### src/hw/rtl/lpc_pkg.sv
// ----------------------------------------------------------------------------
// lpc_pkg
// Shared types and panel command codes for the line pixel command stream.
// ----------------------------------------------------------------------------
package lpc_pkg;

    localparam int BUS_W = 16;

    localparam logic OP_BEGIN   = 1'b0;
    localparam logic OP_ADVANCE = 1'b1;

    localparam logic [BUS_W-1:0] CMD_COLUMN = 16'h002A;
    localparam logic [BUS_W-1:0] CMD_PAGE   = 16'h002B;
    localparam logic [BUS_W-1:0] CMD_WRITE  = 16'h002C;

    localparam logic [2:0] WORD_COL_CMD = 3'd0;
    localparam logic [2:0] WORD_COL_HI  = 3'd1;
    localparam logic [2:0] WORD_COL_LO  = 3'd2;
    localparam logic [2:0] WORD_PAGE_CMD = 3'd3;
    localparam logic [2:0] WORD_PAGE_HI = 3'd4;
    localparam logic [2:0] WORD_PAGE_LO = 3'd5;
    localparam logic [2:0] WORD_WR_CMD  = 3'd6;
    localparam logic [2:0] WORD_COLOUR  = 3'd7;

    typedef struct packed {
        logic [BUS_W-1:0] px;
        logic [BUS_W-1:0] py;
        logic [BUS_W-1:0] colour_n;
        logic             done;
    } t_pixel;

endpackage

### src/hw/rtl/lpc_cmd_if.sv
// ----------------------------------------------------------------------------
// lpc_cmd_if
// Command channel: begin or advance transactions with line endpoints.
// ----------------------------------------------------------------------------
interface lpc_cmd_if;
    logic        valid;
    logic        ready;
    logic        operation;
    logic [15:0] x_start;
    logic [15:0] y_start;
    logic [15:0] x_end;
    logic [15:0] y_end;
    logic [15:0] color;

    modport source (
        output valid, operation, x_start, y_start, x_end, y_end, color,
        input  ready
    );
    modport sink (
        input  valid, operation, x_start, y_start, x_end, y_end, color,
        output ready
    );
endinterface

### src/hw/rtl/lpc_word_if.sv
// ----------------------------------------------------------------------------
// lpc_word_if
// Panel bus channel: one bus word per transaction.
// ----------------------------------------------------------------------------
interface lpc_word_if;
    logic        valid;
    logic        ready;
    logic        is_data;
    logic [15:0] bus_word;
    logic        last_of_pixel;
    logic        line_finished;

    modport source (
        output valid, is_data, bus_word, last_of_pixel, line_finished,
        input  ready
    );
    modport sink (
        input  valid, is_data, bus_word, last_of_pixel, line_finished,
        output ready
    );
endinterface

### src/hw/rtl/lpc_front.sv
// ----------------------------------------------------------------------------
// lpc_front
// Accepts command transactions, holds the Bresenham state and issues one
// pixel record per advance of an active line.
// ----------------------------------------------------------------------------
module lpc_front #(
    parameter int COORD_WIDTH = 16
) (
    input  logic            i_clk,
    input  logic            i_rst_n,
    lpc_cmd_if.sink         i_cmd,
    output logic            o_push,
    input  logic            i_push_ready,
    output lpc_pkg::t_pixel o_pixel
);
    import lpc_pkg::*;

    localparam int CW = COORD_WIDTH;
    localparam int DW = CW + 1;
    localparam int EW = CW + 3;

    logic [CW-1:0]        r_cur_x, r_cur_y, r_tgt_x, r_tgt_y;
    logic [DW-1:0]        r_dx;
    logic signed [DW-1:0] r_ndy;
    logic                 r_sx_neg, r_sy_neg;
    logic signed [EW-1:0] r_err;
    logic [BUS_W-1:0]     r_colour;
    logic                 r_line_active;

    logic [CW-1:0]        x0, y0, x1, y1;
    logic [DW-1:0]        abs_dx, abs_dy;
    logic signed [EW-1:0] dx_e, ndy_e;
    logic signed [EW:0]   e2, dx_e2, ndy_e2;
    logic                 c1, c2, x_hit, y_hit, step_x, step_y, done;
    logic signed [EW-1:0] n_err;
    logic                 w_accept;

    assign i_cmd.ready = i_push_ready;
    assign w_accept    = i_cmd.valid && i_cmd.ready;
    assign o_push      = w_accept && (i_cmd.operation == OP_ADVANCE) && r_line_active;

    assign x0 = i_cmd.x_start[CW-1:0];
    assign y0 = i_cmd.y_start[CW-1:0];
    assign x1 = i_cmd.x_end[CW-1:0];
    assign y1 = i_cmd.y_end[CW-1:0];

    always_comb begin
        abs_dx = (x1 >= x0) ? DW'(x1 - x0) : DW'(x0 - x1);
        abs_dy = (y1 >= y0) ? DW'(y1 - y0) : DW'(y0 - y1);
    end

    assign dx_e   = $signed({2'b00, r_dx});
    assign ndy_e  = EW'(r_ndy);
    assign e2     = {r_err, 1'b0};
    assign dx_e2  = (EW + 1)'(dx_e);
    assign ndy_e2 = (EW + 1)'(ndy_e);

    always_comb begin
        x_hit  = (r_cur_x == r_tgt_x);
        y_hit  = (r_cur_y == r_tgt_y);
        c1     = (e2 >= ndy_e2);
        step_x = c1 && !x_hit;
        c2     = !(c1 && x_hit) && (e2 <= dx_e2);
        step_y = c2 && !y_hit;
        done   = (c1 && x_hit) || (c2 && y_hit);
        n_err  = r_err + (step_x ? ndy_e : '0) + (step_y ? dx_e : '0);
    end

    always_comb begin
        o_pixel.px       = BUS_W'(r_cur_x);
        o_pixel.py       = BUS_W'(r_cur_y);
        o_pixel.colour_n = ~r_colour;
        o_pixel.done     = done;
    end

    always_ff @(posedge i_clk) begin
        if (!i_rst_n) begin
            r_cur_x       <= '0;
            r_cur_y       <= '0;
            r_tgt_x       <= '0;
            r_tgt_y       <= '0;
            r_dx          <= '0;
            r_ndy         <= '0;
            r_sx_neg      <= 1'b0;
            r_sy_neg      <= 1'b0;
            r_err         <= '0;
            r_colour      <= '0;
            r_line_active <= 1'b0;
        end else if (w_accept && (i_cmd.operation == OP_BEGIN)) begin
            r_cur_x       <= x0;
            r_cur_y       <= y0;
            r_tgt_x       <= x1;
            r_tgt_y       <= y1;
            r_dx          <= abs_dx;
            r_ndy         <= -$signed(abs_dy);
            r_sx_neg      <= !(x0 < x1);
            r_sy_neg      <= !(y0 < y1);
            r_err         <= $signed({2'b00, abs_dx}) - $signed({2'b00, abs_dy});
            r_colour      <= i_cmd.color;
            r_line_active <= 1'b1;
        end else if (o_push) begin
            r_err <= n_err;
            if (step_x) begin
                r_cur_x <= r_sx_neg ? r_cur_x - 1'b1 : r_cur_x + 1'b1;
            end
            if (step_y) begin
                r_cur_y <= r_sy_neg ? r_cur_y - 1'b1 : r_cur_y + 1'b1;
            end
            if (done) begin
                r_line_active <= 1'b0;
            end
        end
    end

    a_push_active: assert property (@(posedge i_clk) disable iff (!i_rst_n)
        o_push |-> r_line_active)
        else $error("pixel issued while no line active");

    a_done_idles: assert property (@(posedge i_clk) disable iff (!i_rst_n)
        (o_push && done) |=> !r_line_active || $past(w_accept && !o_push))
        else $error("line still active after final pixel");

endmodule

### src/hw/rtl/lpc_queue.sv
// ----------------------------------------------------------------------------
// lpc_queue
// Two-entry pixel record queue between the command front and the bus back.
// ----------------------------------------------------------------------------
module lpc_queue (
    input  logic            i_clk,
    input  logic            i_rst_n,
    input  logic            i_push,
    output logic            o_push_ready,
    input  lpc_pkg::t_pixel i_pixel,
    output logic            o_pop_valid,
    input  logic            i_pop,
    output lpc_pkg::t_pixel o_pixel
);
    import lpc_pkg::*;

    t_pixel     r_mem [2];
    logic       r_wr_ptr, r_rd_ptr;
    logic [1:0] r_count;
    logic       w_wr, w_rd;

    assign o_push_ready = (r_count != 2'd2);
    assign o_pop_valid  = (r_count != 2'd0);
    assign o_pixel      = r_mem[r_rd_ptr];
    assign w_wr         = i_push && o_push_ready;
    assign w_rd         = i_pop && o_pop_valid;

    always_ff @(posedge i_clk) begin
        if (w_wr) begin
            r_mem[r_wr_ptr] <= i_pixel;
        end
    end

    always_ff @(posedge i_clk) begin
        if (!i_rst_n) begin
            r_wr_ptr <= 1'b0;
            r_rd_ptr <= 1'b0;
            r_count  <= 2'd0;
        end else begin
            if (w_wr) begin
                r_wr_ptr <= !r_wr_ptr;
            end
            if (w_rd) begin
                r_rd_ptr <= !r_rd_ptr;
            end
            case ({w_wr, w_rd})
                2'b10:   r_count <= r_count + 2'd1;
                2'b01:   r_count <= r_count - 2'd1;
                default: r_count <= r_count;
            endcase
        end
    end

    a_count_bound: assert property (@(posedge i_clk) disable iff (!i_rst_n)
        r_count != 2'd3)
        else $error("queue count out of range");

    a_ptr_match: assert property (@(posedge i_clk) disable iff (!i_rst_n)
        ((r_count == 2'd0) || (r_count == 2'd2)) |-> (r_wr_ptr == r_rd_ptr))
        else $error("queue pointers disagree with count");

endmodule

### src/hw/rtl/lpc_back.sv
// ----------------------------------------------------------------------------
// lpc_back
// Serialises each pixel record into the eight-word panel bus sequence.
// ----------------------------------------------------------------------------
module lpc_back (
    input  logic            i_clk,
    input  logic            i_rst_n,
    input  logic            i_pop_valid,
    output logic            o_pop,
    input  lpc_pkg::t_pixel i_pixel,
    lpc_word_if.source      o_word
);
    import lpc_pkg::*;

    t_pixel     r_pix;
    logic       r_busy;
    logic [2:0] r_idx;
    logic       w_take, w_last;

    assign o_word.valid = r_busy;
    assign w_take       = o_word.valid && o_word.ready;
    assign w_last       = w_take && (r_idx == WORD_COLOUR);
    assign o_pop        = !r_busy || w_last;

    always_comb begin
        o_word.is_data       = 1'b1;
        o_word.bus_word      = r_pix.px;
        o_word.last_of_pixel = 1'b0;
        o_word.line_finished = 1'b0;
        unique case (r_idx)
            WORD_COL_CMD: begin
                o_word.is_data  = 1'b0;
                o_word.bus_word = CMD_COLUMN;
            end
            WORD_COL_HI, WORD_COL_LO: begin
                o_word.bus_word = r_pix.px;
            end
            WORD_PAGE_CMD: begin
                o_word.is_data  = 1'b0;
                o_word.bus_word = CMD_PAGE;
            end
            WORD_PAGE_HI, WORD_PAGE_LO: begin
                o_word.bus_word = r_pix.py;
            end
            WORD_WR_CMD: begin
                o_word.is_data  = 1'b0;
                o_word.bus_word = CMD_WRITE;
            end
            WORD_COLOUR: begin
                o_word.bus_word      = r_pix.colour_n;
                o_word.last_of_pixel = 1'b1;
                o_word.line_finished = r_pix.done;
            end
            default: begin
                o_word.bus_word = r_pix.px;
            end
        endcase
    end

    always_ff @(posedge i_clk) begin
        if (o_pop && i_pop_valid) begin
            r_pix <= i_pixel;
        end
    end

    always_ff @(posedge i_clk) begin
        if (!i_rst_n) begin
            r_busy <= 1'b0;
            r_idx  <= WORD_COL_CMD;
        end else if (o_pop) begin
            r_busy <= i_pop_valid;
            r_idx  <= WORD_COL_CMD;
        end else if (w_take) begin
            r_idx <= r_idx + 3'd1;
        end
    end

    a_idle_idx: assert property (@(posedge i_clk) disable iff (!i_rst_n)
        !r_busy |-> (r_idx == WORD_COL_CMD))
        else $error("word index moved while idle");

    a_drain_idle: assert property (@(posedge i_clk) disable iff (!i_rst_n)
        (w_last && !i_pop_valid) |=> !r_busy)
        else $error("back still busy after final word with empty queue");

endmodule

### src/hw/rtl/line_pixel_command_stream.sv
// ----------------------------------------------------------------------------
// line_pixel_command_stream
// Bresenham line walker emitting panel column/page/write bus sequences.
// ----------------------------------------------------------------------------
// A begin transaction loads the endpoints and colour and yields no bus
// words; each advance transaction of an active line yields eight bus words,
// one per cycle while the bus is ready, from the serialiser in the back end.
// The front end takes one command transaction per cycle while its two-entry
// pixel queue has room, so up to three advances can be absorbed while the
// bus is stalled: one held in the serialiser and two in the queue.
// Advances while idle are consumed and yield nothing; a begin during a
// line restarts it.
// ----------------------------------------------------------------------------
module line_pixel_command_stream #(
    parameter int COORD_WIDTH = 16
) (
    input  logic       i_clk,
    input  logic       i_rst_n,
    lpc_cmd_if.sink    i_cmd,
    lpc_word_if.source o_word
);
    import lpc_pkg::*;

    logic   w_push, w_push_ready, w_pop_valid, w_pop;
    t_pixel w_front_pix, w_queue_pix;

    lpc_front #(
        .COORD_WIDTH (COORD_WIDTH)
    ) u_front (
        .i_clk        (i_clk),
        .i_rst_n      (i_rst_n),
        .i_cmd        (i_cmd),
        .o_push       (w_push),
        .i_push_ready (w_push_ready),
        .o_pixel      (w_front_pix)
    );

    lpc_queue u_queue (
        .i_clk        (i_clk),
        .i_rst_n      (i_rst_n),
        .i_push       (w_push),
        .o_push_ready (w_push_ready),
        .i_pixel      (w_front_pix),
        .o_pop_valid  (w_pop_valid),
        .i_pop        (w_pop),
        .o_pixel      (w_queue_pix)
    );

    lpc_back u_back (
        .i_clk       (i_clk),
        .i_rst_n     (i_rst_n),
        .i_pop_valid (w_pop_valid),
        .o_pop       (w_pop),
        .i_pixel     (w_queue_pix),
        .o_word      (o_word)
    );

endmodule

### src/flat_wrapper.sv
// flat-port wrapper written by rule: the top's interface ports become plain ports
module line_pixel_command_stream_flat import lpc_pkg::*;
#(
    parameter int COORD_WIDTH = 16
)
  (i_clk, i_rst_n, i_cmd_valid, i_cmd_operation, i_cmd_x_start, i_cmd_y_start, i_cmd_x_end, i_cmd_y_end, i_cmd_color, i_cmd_ready, o_word_valid, o_word_is_data, o_word_bus_word, o_word_last_of_pixel, o_word_line_finished, o_word_ready);
  lpc_cmd_if i_cmd_i ();
  lpc_word_if o_word_i ();
  input  logic i_clk;
  input  logic i_rst_n;
  input wire logic [$bits(i_cmd_i.valid)-1:0] i_cmd_valid;
  input wire logic [$bits(i_cmd_i.operation)-1:0] i_cmd_operation;
  input wire logic [$bits(i_cmd_i.x_start)-1:0] i_cmd_x_start;
  input wire logic [$bits(i_cmd_i.y_start)-1:0] i_cmd_y_start;
  input wire logic [$bits(i_cmd_i.x_end)-1:0] i_cmd_x_end;
  input wire logic [$bits(i_cmd_i.y_end)-1:0] i_cmd_y_end;
  input wire logic [$bits(i_cmd_i.color)-1:0] i_cmd_color;
  output wire logic [$bits(i_cmd_i.ready)-1:0] i_cmd_ready;
  output wire logic [$bits(o_word_i.valid)-1:0] o_word_valid;
  output wire logic [$bits(o_word_i.is_data)-1:0] o_word_is_data;
  output wire logic [$bits(o_word_i.bus_word)-1:0] o_word_bus_word;
  output wire logic [$bits(o_word_i.last_of_pixel)-1:0] o_word_last_of_pixel;
  output wire logic [$bits(o_word_i.line_finished)-1:0] o_word_line_finished;
  input wire logic [$bits(o_word_i.ready)-1:0] o_word_ready;
  assign i_cmd_i.valid = i_cmd_valid;
  assign i_cmd_i.operation = i_cmd_operation;
  assign i_cmd_i.x_start = i_cmd_x_start;
  assign i_cmd_i.y_start = i_cmd_y_start;
  assign i_cmd_i.x_end = i_cmd_x_end;
  assign i_cmd_i.y_end = i_cmd_y_end;
  assign i_cmd_i.color = i_cmd_color;
  assign i_cmd_ready = i_cmd_i.ready;
  assign o_word_valid = o_word_i.valid;
  assign o_word_is_data = o_word_i.is_data;
  assign o_word_bus_word = o_word_i.bus_word;
  assign o_word_last_of_pixel = o_word_i.last_of_pixel;
  assign o_word_line_finished = o_word_i.line_finished;
  assign o_word_i.ready = o_word_ready;
  line_pixel_command_stream #(.COORD_WIDTH(COORD_WIDTH)) u_core (.i_clk(i_clk), .i_rst_n(i_rst_n), .i_cmd(i_cmd_i), .o_word(o_word_i));
endmodule
### config.mk
export PLATFORM = sky130hd
export DESIGN_NAME = line_pixel_command_stream_flat
export DESIGN_NICKNAME = d
export VERILOG_FILES = /design/src/hw/rtl/lpc_pkg.sv /design/src/hw/rtl/lpc_cmd_if.sv /design/src/hw/rtl/lpc_word_if.sv /design/src/hw/rtl/lpc_front.sv /design/src/hw/rtl/lpc_queue.sv /design/src/hw/rtl/lpc_back.sv /design/src/hw/rtl/line_pixel_command_stream.sv /design/src/flat_wrapper.sv
export SDC_FILE = /design/constraint.sdc
export NUM_CORES = 1
export LEC_CHECK = 0
export ABC_AREA = 1
export BUFFER_PORTS_ARGS = -buffer_cell sky130_fd_sc_hd__buf_2
export CORE_MARGIN = 2
export CORE_UTILIZATION = 57
export DETAILED_ROUTE_END_ITERATION = 8
export MAX_ROUTING_LAYER = met4
export PLACE_DENSITY = 0.81
export RECOVER_POWER = 100
export SLEW_MARGIN = 10
export SYNTH_ARGS = -nofsm -noshare
export SYNTH_HDL_FRONTEND = slang
export SYNTH_SLANG_ARGS = --single-unit
### constraint.sdc
create_clock -name i_clk -period 5.95 [get_ports i_clk]
set_input_delay 0 -clock i_clk [delete_from_list [all_inputs] [get_ports i_clk]]
set_output_delay 0 -clock i_clk [all_outputs]
set_load 0.03 [all_outputs]
Word level (Yosys, flattened, before mapping) --
Memories as Yosys holds them, arrays and structs flattened. A register that Yosys moved wholly into a read port is not among the register bits. Cells that the tools add are included.
Word-level totals: register bits after elaboration 144, RAM bits 98, memories kept 1, bits of input ports 85
Operators by class: add/subtract/negate cells 15, equality and inequality tests 12, multiplexer cells 24, magnitude comparators 6, bitwise gates (word level) 3, reductions and logical operators 37
Memories:
- u_core.u_queue.r_mem | words 2, width 49, rd ports 1, clocked after memory_dff 1, wr ports 1, RTL line lpc_queue.sv:17 | t_pixel r_mem [2];
Operators with widths (number):
- 16-bit two-way mux | 8
- 16-bit one-hot mux with 6 select lines | 1
- 16-bit by 16-bit subtractor with 17-bit output | 4
- 19-bit two-way mux | 3
- 17-bit two-way mux | 3
- 16-bit by 1-bit adder with 16-bit output, second input constant | 2
- 16-bit equality test | 2
- 16-bit greater-or-equal comparator | 2
- 16-bit < comparator | 2
- 16-bit by 1-bit subtractor with 16-bit output, second input constant | 2
- 20-bit by 17-bit greater-or-equal comparator with 1-bit output | 1
- 20-bit by 18-bit less-or-equal comparator with 1-bit output | 1
- 19-bit by 17-bit adder with 19-bit output | 1
- 19-bit adder | 1
- 17-bit by 17-bit subtractor with 18-bit output | 1
- 17-bit negator | 1
- 16-bit inverter | 1
- 1-bit logical AND | 13
- 3-bit equality test, second input constant | 4
- 2-bit nonzero test | 6
- 1-bit zero test | 8
- 1-bit two-way mux | 8
- 3-bit by 2-bit equality test with 1-bit output, second input constant | 2
- 2-bit AND reduction | 3
- 13 further kinds | 17

Depth between registers and ports, before layout --
Gate-level depths: netlist (run 1).
word-level depth 9, mapped depth 31

By module --
A second synthesis (run 1) with hierarchy kept.
Second synthesis, totals: cell total of the unflattened synthesis 2627, area, all modules 20656.1 um^2
By module, submodules not included:
- lpc_front | cells each 2257, sequential area each 2722.6 um^2, area an instance 14551.5 um^2, instances 1
- lpc_queue | cells each 188, sequential area each 3042.9 um^2, area an instance 3816.2 um^2, instances 1
- lpc_back | cells each 182, sequential area each 1551.5 um^2, area an instance 2288.4 um^2, instances 1

Worst setup path after synthesis (run 1) --
No wires, ideal clock.
path type reg-to-reg, start point register u_core.u_back.r_idx[0], end point register u_core.u_queue.r_count[1], data required time 5.880 ns, clock period less this slack 5.052 ns, path buffers 1, setup slack 0.898 ns, arrival 4.982 ns, setup time 0.070 ns, cell stages (with the launch flop) 14, cell sequence dfxtp_1 > ha_1 > ha_1 > clkbuf_1 > inv_1 > o21ai_0 > inv_1 > a21oi_1 > ha_1 > inv_1 > nand2_1 > nor2_1 > o21ai_0 > a21oi_1
On the way: word-level cells in the longest chain between the ends 6
Ends and longest elaborated chain:
- from (decl) | RTL line lpc_back.sv:17 | logic [2:0] r_idx;
- from (signal assigned) | RTL line lpc_back.sv:74 | r_idx <= r_idx + 3'd1;
- 3-bit equality test (*) | RTL line lpc_back.sv:22 | assign w_last = w_take && (r_idx == WORD_COLOUR);
- 1-bit logical AND (*) | RTL line lpc_back.sv:22
- 1-bit logical OR (*) | RTL line lpc_back.sv:23 | assign o_pop = !r_busy || w_last;
- 1-bit logical AND (*) | RTL line lpc_queue.sv:26 | assign w_rd = i_pop && o_pop_valid;
- via u_core.u_queue.w_rd | RTL line lpc_queue.sv:20 | logic w_wr, w_rd;
- 2-bit by 1-bit equality test with 1-bit output or 2-bit equality test (tied branches) | RTL line lpc_queue.sv:46 | case ({w_wr, w_rd})
- 2-bit one-hot mux with 2 select lines or 2-bit nonzero test (tied branches)
- to (signal assigned) | RTL line lpc_queue.sv:47 | 2'b10: r_count <= r_count + 2'd1;
- to (signal assigned) | RTL line lpc_queue.sv:48 | 2'b01: r_count <= r_count - 2'd1;
- to (signal assigned) | RTL line lpc_queue.sv:49 | default: r_count <= r_count;
- to (decl) | RTL line lpc_queue.sv:19 | logic [1:0] r_count;
Mark *: on every way through the listed nets, which the timed path passes. The rest lies on a longest branch. A chain may end at the register's enable or synchronous reset.

Worst setup path in the final report (run 1) --
start point register u_core.u_queue.r_count[0], end point register u_core.u_front.r_sx_neg
On the way: word-level cells in the longest chain between the ends 3
Ends and longest elaborated chain:
- 2-bit inequality test | RTL line lpc_queue.sv:22 | assign o_push_ready = (r_count != 2'd2);
- 1-bit logical AND | RTL line lpc_front.sv:39 | assign w_accept = i_cmd.valid && i_cmd.ready;
- 1-bit logical AND | RTL line lpc_front.sv:89 | end else if (w_accept && (i_cmd.operation == OP_BEGIN)) begin
- to (signal assigned) | RTL line lpc_front.sv:96 | r_sx_neg <= !(x0 < x1);
- to (decl) | RTL line lpc_front.sv:25 | logic r_sx_neg, r_sy_neg;
Every way passes these cells.

==> results of run 1 <==
-- timing repair --
| action | 4_1_cts | 5_1_grt |
|---|---|---|
| buffers inserted | 0 | 0 |
| hold endpoints to repair | 82 | 0 |
| resized for setup | 0 | 0 |
| hold buffers | 84 | 0 |
-- layout make-up --
cell class / instances / area, um^2 / share of cell area [%]
inverter: 385 / 1450 / 6.25
antenna: 3 / 7.51 / 0.0324
tap: 461 / 577 / 2.49
multi-input combinational: 1969 / 11300 / 49.0
sequential: 291 / 7300 / 31.5
clock buffer: 42 / 837 / 3.62
timing repair buffer: 205 / 1430 / 6.18
clock inverter: 15 / 215 / 0.929
-- flip-flops by register name (all words and copies together) (netlist names), 2 cells and up --
signal,count
u_core.u_queue.r_count,2
u_core.u_front.r_cur_x,16
u_core.u_back.r_pix,49
u_core.u_back.r_idx,3
u_core.u_front.r_colour,16
u_core.u_front.r_cur_y,16
u_core.u_queue.r_mem,98
u_core.u_front.r_dx,17
u_core.u_front.r_tgt_y,16
u_core.u_front.r_ndy,17
u_core.u_front.r_err,19
u_core.u_front.r_tgt_x,16
-- stage by stage --
| step | instance area (um^2) | std cells | hold WS (ns) | setup WS (ns) |
|---|---|---|---|---|
| 6_report | 23200 | 3371 | 0.0288 | 0.712 |
| 5_1_grt | 23200 | 3371 | 0.0325 | 0.290 |
| 4_1_cts | 23300 | 3368 | 0.00511 | 0.886 |
| 3_5_place_dp | 21400 | 3227 | 0.290 | 0.917 |
| 3_3_place_gp | 21400 | 3227 | 0.277 | 1.09 |
| 2_1_floorplan | 20500 | 2725 | 0.154 | 0.898 |
-- worst max-delay path by stage --
stage	slack, ns	end	from
after floorplan	0.90	u_core.u_queue.r_count[1]$_SDFFE_PN0P_	u_core.u_back.r_idx[0]$_SDFFE_PP0P_
after global placement	1.09	u_core.u_front.r_err[13]$_SDFFE_PN0P_	u_core.u_front.r_ndy[16]$_SDFFE_PN0P_
after detailed placement	0.92	u_core.u_front.r_err[13]$_SDFFE_PN0P_	u_core.u_front.r_ndy[16]$_SDFFE_PN0P_
after CTS	0.89	u_core.u_front.r_err[13]$_SDFFE_PN0P_	u_core.u_front.r_ndy[16]$_SDFFE_PN0P_
after global routing	0.29	u_core.u_front.r_err[14]$_SDFFE_PN0P_	i_cmd_y_end[2]
final	0.71	u_core.u_front.r_sx_neg$_SDFFE_PN0P_	u_core.u_queue.r_count[0]$_SDFFE_PN0P_
-- worst max-delay path, stage by stage (launching register included) --
cell and delay [ns]:
sky130_fd_sc_hd__dfxtp_1 0.40, sky130_fd_sc_hd__inv_1 0.10, sky130_fd_sc_hd__nand2_1 0.18, sky130_fd_sc_hd__nand3_1 1.31, sky130_fd_sc_hd__clkinvlp_2 0.59, sky130_fd_sc_hd__buf_4 0.60
sky130_fd_sc_hd__clkbuf_2 1.07, sky130_fd_sc_hd__o211ai_1 0.20, sky130_fd_sc_hd__a221oi_1 0.46, sky130_fd_sc_hd__a211oi_1 0.09
-- power breakdown --
part           internal, W  switching, W
registers          0.00252      0.000218
clock network      0.00120      0.000800
logic             0.000972       0.00206
total              0.00470       0.00308
-- synthesized netlist by cell type, types with 7 or more instances --
cell type                  count  area [um^2]
sky130_fd_sc_hd__o31ai_1       7         52.6
sky130_fd_sc_hd__a221oi_1      8         70.1
sky130_fd_sc_hd__inv_1       375         1410
sky130_fd_sc_hd__buf_2        10         50.1
sky130_fd_sc_hd__or2_2        15         93.8
sky130_fd_sc_hd__nand2_4      10          113
sky130_fd_sc_hd__nor2_2       15         93.8
sky130_fd_sc_hd__clkbuf_1     62          233
sky130_fd_sc_hd__a31oi_1      27          169
sky130_fd_sc_hd__ha_1        170         2130
sky130_fd_sc_hd__nand3_1     139          696
sky130_fd_sc_hd__inv_2         8         30.0
sky130_fd_sc_hd__nand4_1      36          225
sky130_fd_sc_hd__a211oi_1      7         52.6
sky130_fd_sc_hd__o21ai_0     197          986
sky130_fd_sc_hd__o21bai_1      8         60.1
sky130_fd_sc_hd__dfxtp_1     144         2880
sky130_fd_sc_hd__nor2_4        9          101
sky130_fd_sc_hd__xor2_1       58          508
sky130_fd_sc_hd__a21o_1       11         82.6
sky130_fd_sc_hd__xnor2_1      39          342
sky130_fd_sc_hd__nor3_1       20          100
sky130_fd_sc_hd__a21oi_1     260         1300
sky130_fd_sc_hd__nor2_1      125          469
sky130_fd_sc_hd__fa_1         25          500
sky130_fd_sc_hd__nand2_2      29          181
sky130_fd_sc_hd__nand2_1     702         2640
sky130_fd_sc_hd__edfxtp_1    147         4410
-- routing by layer --
metal | share of wire, % | GRT usage, %
met2 | 44 | 52.0
met1 | 46 | 47.6
met3 | 6.6 | 3.45
met4 | 3.5 | 10.9
met5 | 0 | -
-- kinds of logic (layout without fill, tap and decap cells) --
kind of cell    Yosys count  in the layout  share of synthesized area (%)
buf+inv                 465            647                           8.76
xor+xnor                 97             97                           4.15
other cells               0              3                              0
simple gates           1118           1118                           23.8
fa+ha+maj               195            195                           12.8
compound gates          559            559                           14.8
flops                   291            291                           35.7
==> results.rst, run 1 <==
.. list-table::
   :header-rows: 1

   * - Metric
     - Value
   * - Reg2Reg Launch Point
     - u_core.u_queue.r_count[0]$_SDFFE_PN0P_
   * - Number of DRC markers after the initial detailed-route iteration
     - about 1700
   * - Number of buffers between clock root and the deepest sink
     - 3
   * - Area enclosed by the die boundary
     - around 0.037 mm^2
   * - Core outline area
     - 0.0355 mm^2
   * - Power after layout
     - 0.00778 W
   * - Die Ht
     - 193 um
   * - Setup Viol. Count Final
     - 0
   * - Via density per instance
     - roughly 5.7
   * - Maximum number of pins on one net before global-route repair
     - 100
   * - Cell chosen for the clock root
     - sky130_fd_sc_hd__clkbuf_16
   * - Number of clock sinks
     - 291
   * - X dimension of the die
     - about 190 um
   * - CP max FO
     - 72
   * - Number of routed nets with antenna violations
     - 0
   * - # port buffers
     - 105
   * - Commonest cells after routing, fill and taps aside
     - sky130_fd_sc_hd__nand2_1 (704), sky130_fd_sc_hd__inv_1 (375), sky130_fd_sc_hd__a21oi_1 (260), sky130_fd_sc_hd__o21ai_0 (199), sky130_fd_sc_hd__ha_1 (170)
   * - Fin nets
     - approximately 3200
   * - Data required time at the worst endpoint
     - roughly 6.3 ns
   * - Endpoint of the worst hold-timing path
     - u_core.u_front.r_cur_y[15]$_SDFFE_PN0P_
   * - Total routing resource utilization after global routing
     - about 34%
   * - Gate count after technology mapping
     - around 2700
   * - Number of enable flip-flop cells after synthesis
     - approximately 150
   * - Crit start category
     - register
   * - Initial antenna violation count
     - 4
   * - Ys flop type
     - sky130_fd_sc_hd__edfxtp_1
   * - Total number of vias
     - between 15000 and 20000
   * - Violated checks
     - max-capacitance violations, max-slew violations
   * - Count of cells along the worst hold path
     - 5
   * - Utilization after layout
     - 65.3%
   * - Most common library cell in the layout ignoring fill and taps
     - sky130_fd_sc_hd__nand2_1
   * - Setup TNS after final layout
     - 0 ns
   * - Wire length of the first global-routing pass
     - about 100000 um
   * - Starting Density
     - between 50 and 60%
   * - Period minus WS final
     - around 5.2 ns
   * - Ratio of total power to cell area
     - between 300 and 400 mW/mm^2
   * - Hold Path Origin
     - i_cmd_y_start[15]
   * - Number of H-tree levels
     - 1
   * - Unique masters post-synth
     - 53
   * - Setup skew after layout
     - between 0.015 and 0.02 ns
   * - WL final
     - about 63000 um
   * - Total DRC errors in the routed layout
     - 0
   * - Sequential cell area fraction in the yosys report
     - 35.7%
   * - Relative slew slack
     - -86.2%
   * - Clock tree from TritonCTS
     - done
   * - Maximum clock frequency
     - 0.191 GHz
   * - Category of the worst setup path capture point
     - register
   * - Number of detailed-route iterations in the first pass
     - 8
   * - Final max-slew violation count
     - between 300 and 400
   * - Placement Rows
     - a little under 70
   * - Aggregate global routing overflow
     - 0
   * - Area added between synthesis and finish
     - 13.2%
   * - Crit path arrival time
     - 5.60 ns
   * - Reg2reg setup slack
     - 0.71 ns
   * - Number of hold-slack violations in the final timing report
     - 0
   * - Synthesis warning total
     - 0
   * - Number of register bits inferred by synthesis
     - 291
   * - Leakage power
     - around 11 nW
   * - Worst IR Drop VDD
     - about 350 uV
   * - Type of the setup path with the least slack
     - register to register
   * - Post-Synthesis Net Count
     - about 3000
   * - Status
     - finished, violations left
   * - Detail-routed net length per standard cell
     - about 19 um
   * - Clock input transition at the sequential cells of the worst setup and hold paths
     - around 0.070 ns
   * - Via count of the first global-routing pass
     - between 15000 and 20000
   * - Depth of the worst register-to-register path
     - 9
   * - Fill cell total of the finished layout
     - 3083
   * - Worst min path class
     - input port to register
   * - Number of max-capacitance violations reported
     - 8
   * - Worst-Skew Late Latency
     - around 0.56 ns
   * - Asr flop ratio synth
     - 0%
   * - Share of final-layout standard cells stronger than drive strength 1
     - between 7 and 8%
   * - Post-synthesis instance area
     - ~0.020 mm^2
   * - Num CTS Buffers
     - 31
   * - Endpoint of the most critical register-to-register path
     - u_core.u_front.r_sx_neg$_SDFFE_PN0P_
   * - Final cycle utilization of the critical path
     - between 80% and 90%
   * - Ports placed on the boundary
     - around 110
   * - RSZ-0062 raised after global routing
     - no
   * - Slew at the pin closest to its max-slew limit
     - approximately 2.8 ns
   * - Average cell area after synthesis
     - ~7.5 um^2
   * - Dpl hpwl
     - about 48000 um
   * - Gpl congestion
     - approximately 1
Note: power is estimated with default switching activity, not from simulation.
==> run 2, diff against run 1 <==
Settings changed: CORE_MARGIN 2 to not set.
==> results.rst, run 2 (synthesized netlist as in run 1, its figures left out) <==
.. list-table::
   :header-rows: 1

   * - Metric
     - Value
   * - CP top delay family
     - compound AO/OA/AOI/OAI gates
   * - Ratio of total power to cell area
     - 331 mW/mm^2 (-1.5%)
   * - Number of clock sinks
     - 291 (unchanged)
   * - Instance area at placement
     - 0.0214 mm^2 (about the same)
   * - Reg2reg setup slack
     - 0.67 ns (-0.04 ns)
   * - DR WL met2
     - 28400 um (+1.4%)
   * - Detail-routed net length per standard cell
     - 18.9 um (+0.79%)
   * - Endpoint of the most critical register-to-register path
     - u_core.u_front.r_err[11]$_SDFFE_PN0P_
   * - Clock input transition at the sequential cells of the worst setup and hold paths
     - 0.06 ns (about the same)
   * - Area enclosed by the die boundary
     - 0.0367 mm^2 (-2.1%)
   * - Period minus WS final
     - 5.28 ns (+0.0372 ns)
   * - Via density per instance
     - 5.74 (+0.24%)
   * - Highest layer used for signal routing
     - met4
   * - Worst-Skew Late Latency
     - 0.59 ns (+0.03 ns)
   * - Placement Rows
     - 69 (unchanged)
   * - Number of max-capacitance violations reported
     - 8 (unchanged)
   * - Reg2Reg Launch Point
     - u_core.u_front.r_ndy[3]$_SDFFE_PN0P_
   * - Largest reg by FF count
     - u_core.u_queue.r_mem
   * - Type of the setup path with the least slack
     - register to register
   * - WL final
     - 63900 um (+1.0%)
   * - Slowest library cell on the worst path
     - sky130_fd_sc_hd__fa_1
   * - Number of DRC markers after the initial detailed-route iteration
     - 1727 (+0.47%)
   * - Hold Path Origin
     - i_cmd_operation
   * - RSZ-0062 raised after global routing
     - no
   * - Clock tree from TritonCTS
     - done
   * - # port buffers
     - 105 (unchanged)
   * - Count of cells along the worst hold path
     - 5 (unchanged)
   * - Metal3 WL
     - 4940 um (+18%)
   * - Maximum number of pins on one net before global-route repair
     - 89 (-11%)
   * - Total routing resource utilization after global routing
     - 35.8% (+1.8 points)
   * - Largest registers
     - u_core.u_queue.r_mem x98, u_core.u_back.r_pix x49, u_core.u_front.r_err x19
   * - Detailed-routing wirelength on met1
     - 28300 um (-2.0%)
   * - Hold-fix buffers at CTS
     - 93 (+11%)
   * - Setup TNS after final layout
     - 0 ns (unchanged)
   * - Cell chosen for the clock root
     - sky130_fd_sc_hd__clkbuf_16
   * - Count of buffering cells on the critical path with inverters included
     - 4 (unchanged)
   * - Share of final-layout standard cells stronger than drive strength 1
     - 7.99% (+0.078 points)
   * - Worst path most repeated cell
     - sky130_fd_sc_hd__nand2_1
   * - Commonest cells after routing, fill and taps aside
     - sky130_fd_sc_hd__nand2_1 (702), sky130_fd_sc_hd__inv_1 (375), sky130_fd_sc_hd__a21oi_1 (260), sky130_fd_sc_hd__o21ai_0 (198), sky130_fd_sc_hd__ha_1 (170)
   * - Starting Density
     - 57.7% (unchanged)
   * - Crit start category
     - register
   * - Gpl congestion
     - 1.02 (+3.1%)
   * - CP max FO
     - 10 (-86%)
   * - Ports placed on the boundary
     - 106 (unchanged)
   * - Post-CTS Resized
     - 0 (unchanged)
   * - Num CTS Buffers
     - 30 (-3.2%)
   * - Violated checks
     - max-capacitance violations, max-slew violations
   * - Total number of vias
     - 19400 (+0.45%)
   * - Final std cell area, no fill
     - 0.0232 mm^2 (+0.21%)
   * - Utilization after layout
     - 65.4% (+0.13 points)
   * - Via count of the first global-routing pass
     - 18400 (+0.049%)
   * - Total DRC errors in the routed layout
     - 0 (unchanged)
   * - Worst min path class
     - input port to register
   * - Category of the worst setup path capture point
     - register
   * - Slew at the pin closest to its max-slew limit
     - 2.39 ns (-0.402 ns)
   * - Worst hold slack
     - 0.0418 ns (+0.0130 ns)
   * - Initial antenna violation count
     - 1 (-3)
   * - Flip-flop count of the largest register, all copies and words added
     - 98 (unchanged)
   * - Endpoint of the worst hold-timing path
     - u_core.u_front.r_cur_x[9]$_SDFFE_PN0P_
   * - X dimension of the die
     - 191 um (-1.0%)
   * - Number of detailed-route iterations in the first pass
     - 8 (unchanged)
   * - Worst IR Drop VDD
     - 347 uV (-0.74%)
   * - Depth of the worst register-to-register path
     - 25 (+16)
   * - Dpl hpwl
     - 47800 um (+0.50%)
   * - Crit path arrival time
     - 5.76 ns (+0.16 ns)
   * - Wire length of the first global-routing pass
     - 99300 um (-0.33%)
   * - Setup Viol. Count Final
     - 0 (unchanged)
   * - Slowest stage delay, CP
     - 0.51 ns (-0.80 ns)
   * - Relative slew slack
     - -59.4% (+27 points)
   * - Number of hold-slack violations in the final timing report
     - 0 (unchanged)
   * - Die Ht
     - 191 um (-1.0%)
   * - Most common library cell in the layout ignoring fill and taps
     - sky130_fd_sc_hd__nand2_1
   * - Aggregate global routing overflow
     - 0 (unchanged)
   * - Number of H-tree levels
     - 1 (unchanged)
   * - Core outline area
     - 0.0355 mm^2 (unchanged)
   * - Setup Buffers After CTS
     - 0 (unchanged)
   * - Final cycle utilization of the critical path
     - 88.7% (+0.63 points)
   * - Leakage power
     - 10.7 nW (+0.32%)
   * - Number of buffers between clock root and the deepest sink
     - 3 (unchanged)
   * - Final max-slew violation count
     - 344 (-4.2%)
   * - Area added between synthesis and finish
     - 13.4%
   * - Setup skew after layout
     - 0.0422 ns (+0.0243 ns)
   * - Data required time at the worst endpoint
     - 6.44 ns (+0.13 ns)
   * - Fin nets
     - 3172 (+0.28%)
   * - Status
     - finished, violations left
   * - Number of routed nets with antenna violations
     - 0 (unchanged)
   * - Maximum clock frequency
     - 0.190 GHz (-0.71%)
==> run 2: worst register-to-register path: cells and delay by family (launching register included) <==
kind | cells | cell delay, ns
flops | 1 | 0.34
xor+xnor | 1 | 0.15
fa+ha+maj | 3 | 1.15
simple gates | 11 | 1.53
compound gates | 6 | 1.55
buf+inv | 4 | 0.47
==> run 2: where the power goes <==
group | internal (W) | switching (W) | leakage [nW]
clock network | 0.00110 | 0.000777 | 0.474
logic | 0.000993 | 0.00206 | 7.76
registers | 0.00252 | 0.000229 | 2.51
==> run 2: routing by layer <==
layer	up-vias	track usage, %
met4	0	12.1
met3	169	5.05
met5	-	-
met1	9055	48.4
met2	853	55.1
li1	9327	-
==> run 2: metrics by stage <==
step                total power [W]  instances  setup WS (ns)
global placement            0.00562       3228           1.03
CTS                         0.00762       3377          0.873
finish                      0.00768       3378          0.675
detailed placement          0.00569       3228          0.915
global route                0.00814       3378          0.212
floorplan                   0.00479       2725          0.898
==> run 2: final cells by class <==
type                            instances  area, um^2
Timing Repair Buffer                  215        1530
Fill cell                            3059       12300
Multi-Input combinational cell       1969       11400
Clock buffer                           38         781
Inverter                              385        1450
Clock inverter                         18         196
Tap cell                              461         577
Antenna cell                            1        2.50
Sequential cell                       291        7300
==> run 2: worst max path at each step <==
stage	startpoint	endpoint	slack, ns	depth (start not counted)
2_1_floorplan	u_core.u_back.r_idx[0]$_SDFFE_PP0P_	u_core.u_queue.r_count[1]$_SDFFE_PN0P_	0.90	13
3_3_place_gp	u_core.u_front.r_ndy[3]$_SDFFE_PN0P_	u_core.u_front.r_err[13]$_SDFFE_PN0P_	1.03	27
6_report	u_core.u_front.r_ndy[3]$_SDFFE_PN0P_	u_core.u_front.r_err[11]$_SDFFE_PN0P_	0.67	25
5_1_grt	u_core.u_front.r_ndy[16]$_SDFFE_PN0P_	u_core.u_front.r_err[14]$_SDFFE_PN0P_	0.21	29
4_1_cts	u_core.u_front.r_ndy[3]$_SDFFE_PN0P_	u_core.u_front.r_err[14]$_SDFFE_PN0P_	0.87	26
3_5_place_dp	u_core.u_front.r_ndy[3]$_SDFFE_PN0P_	u_core.u_front.r_err[14]$_SDFFE_PN0P_	0.91	26
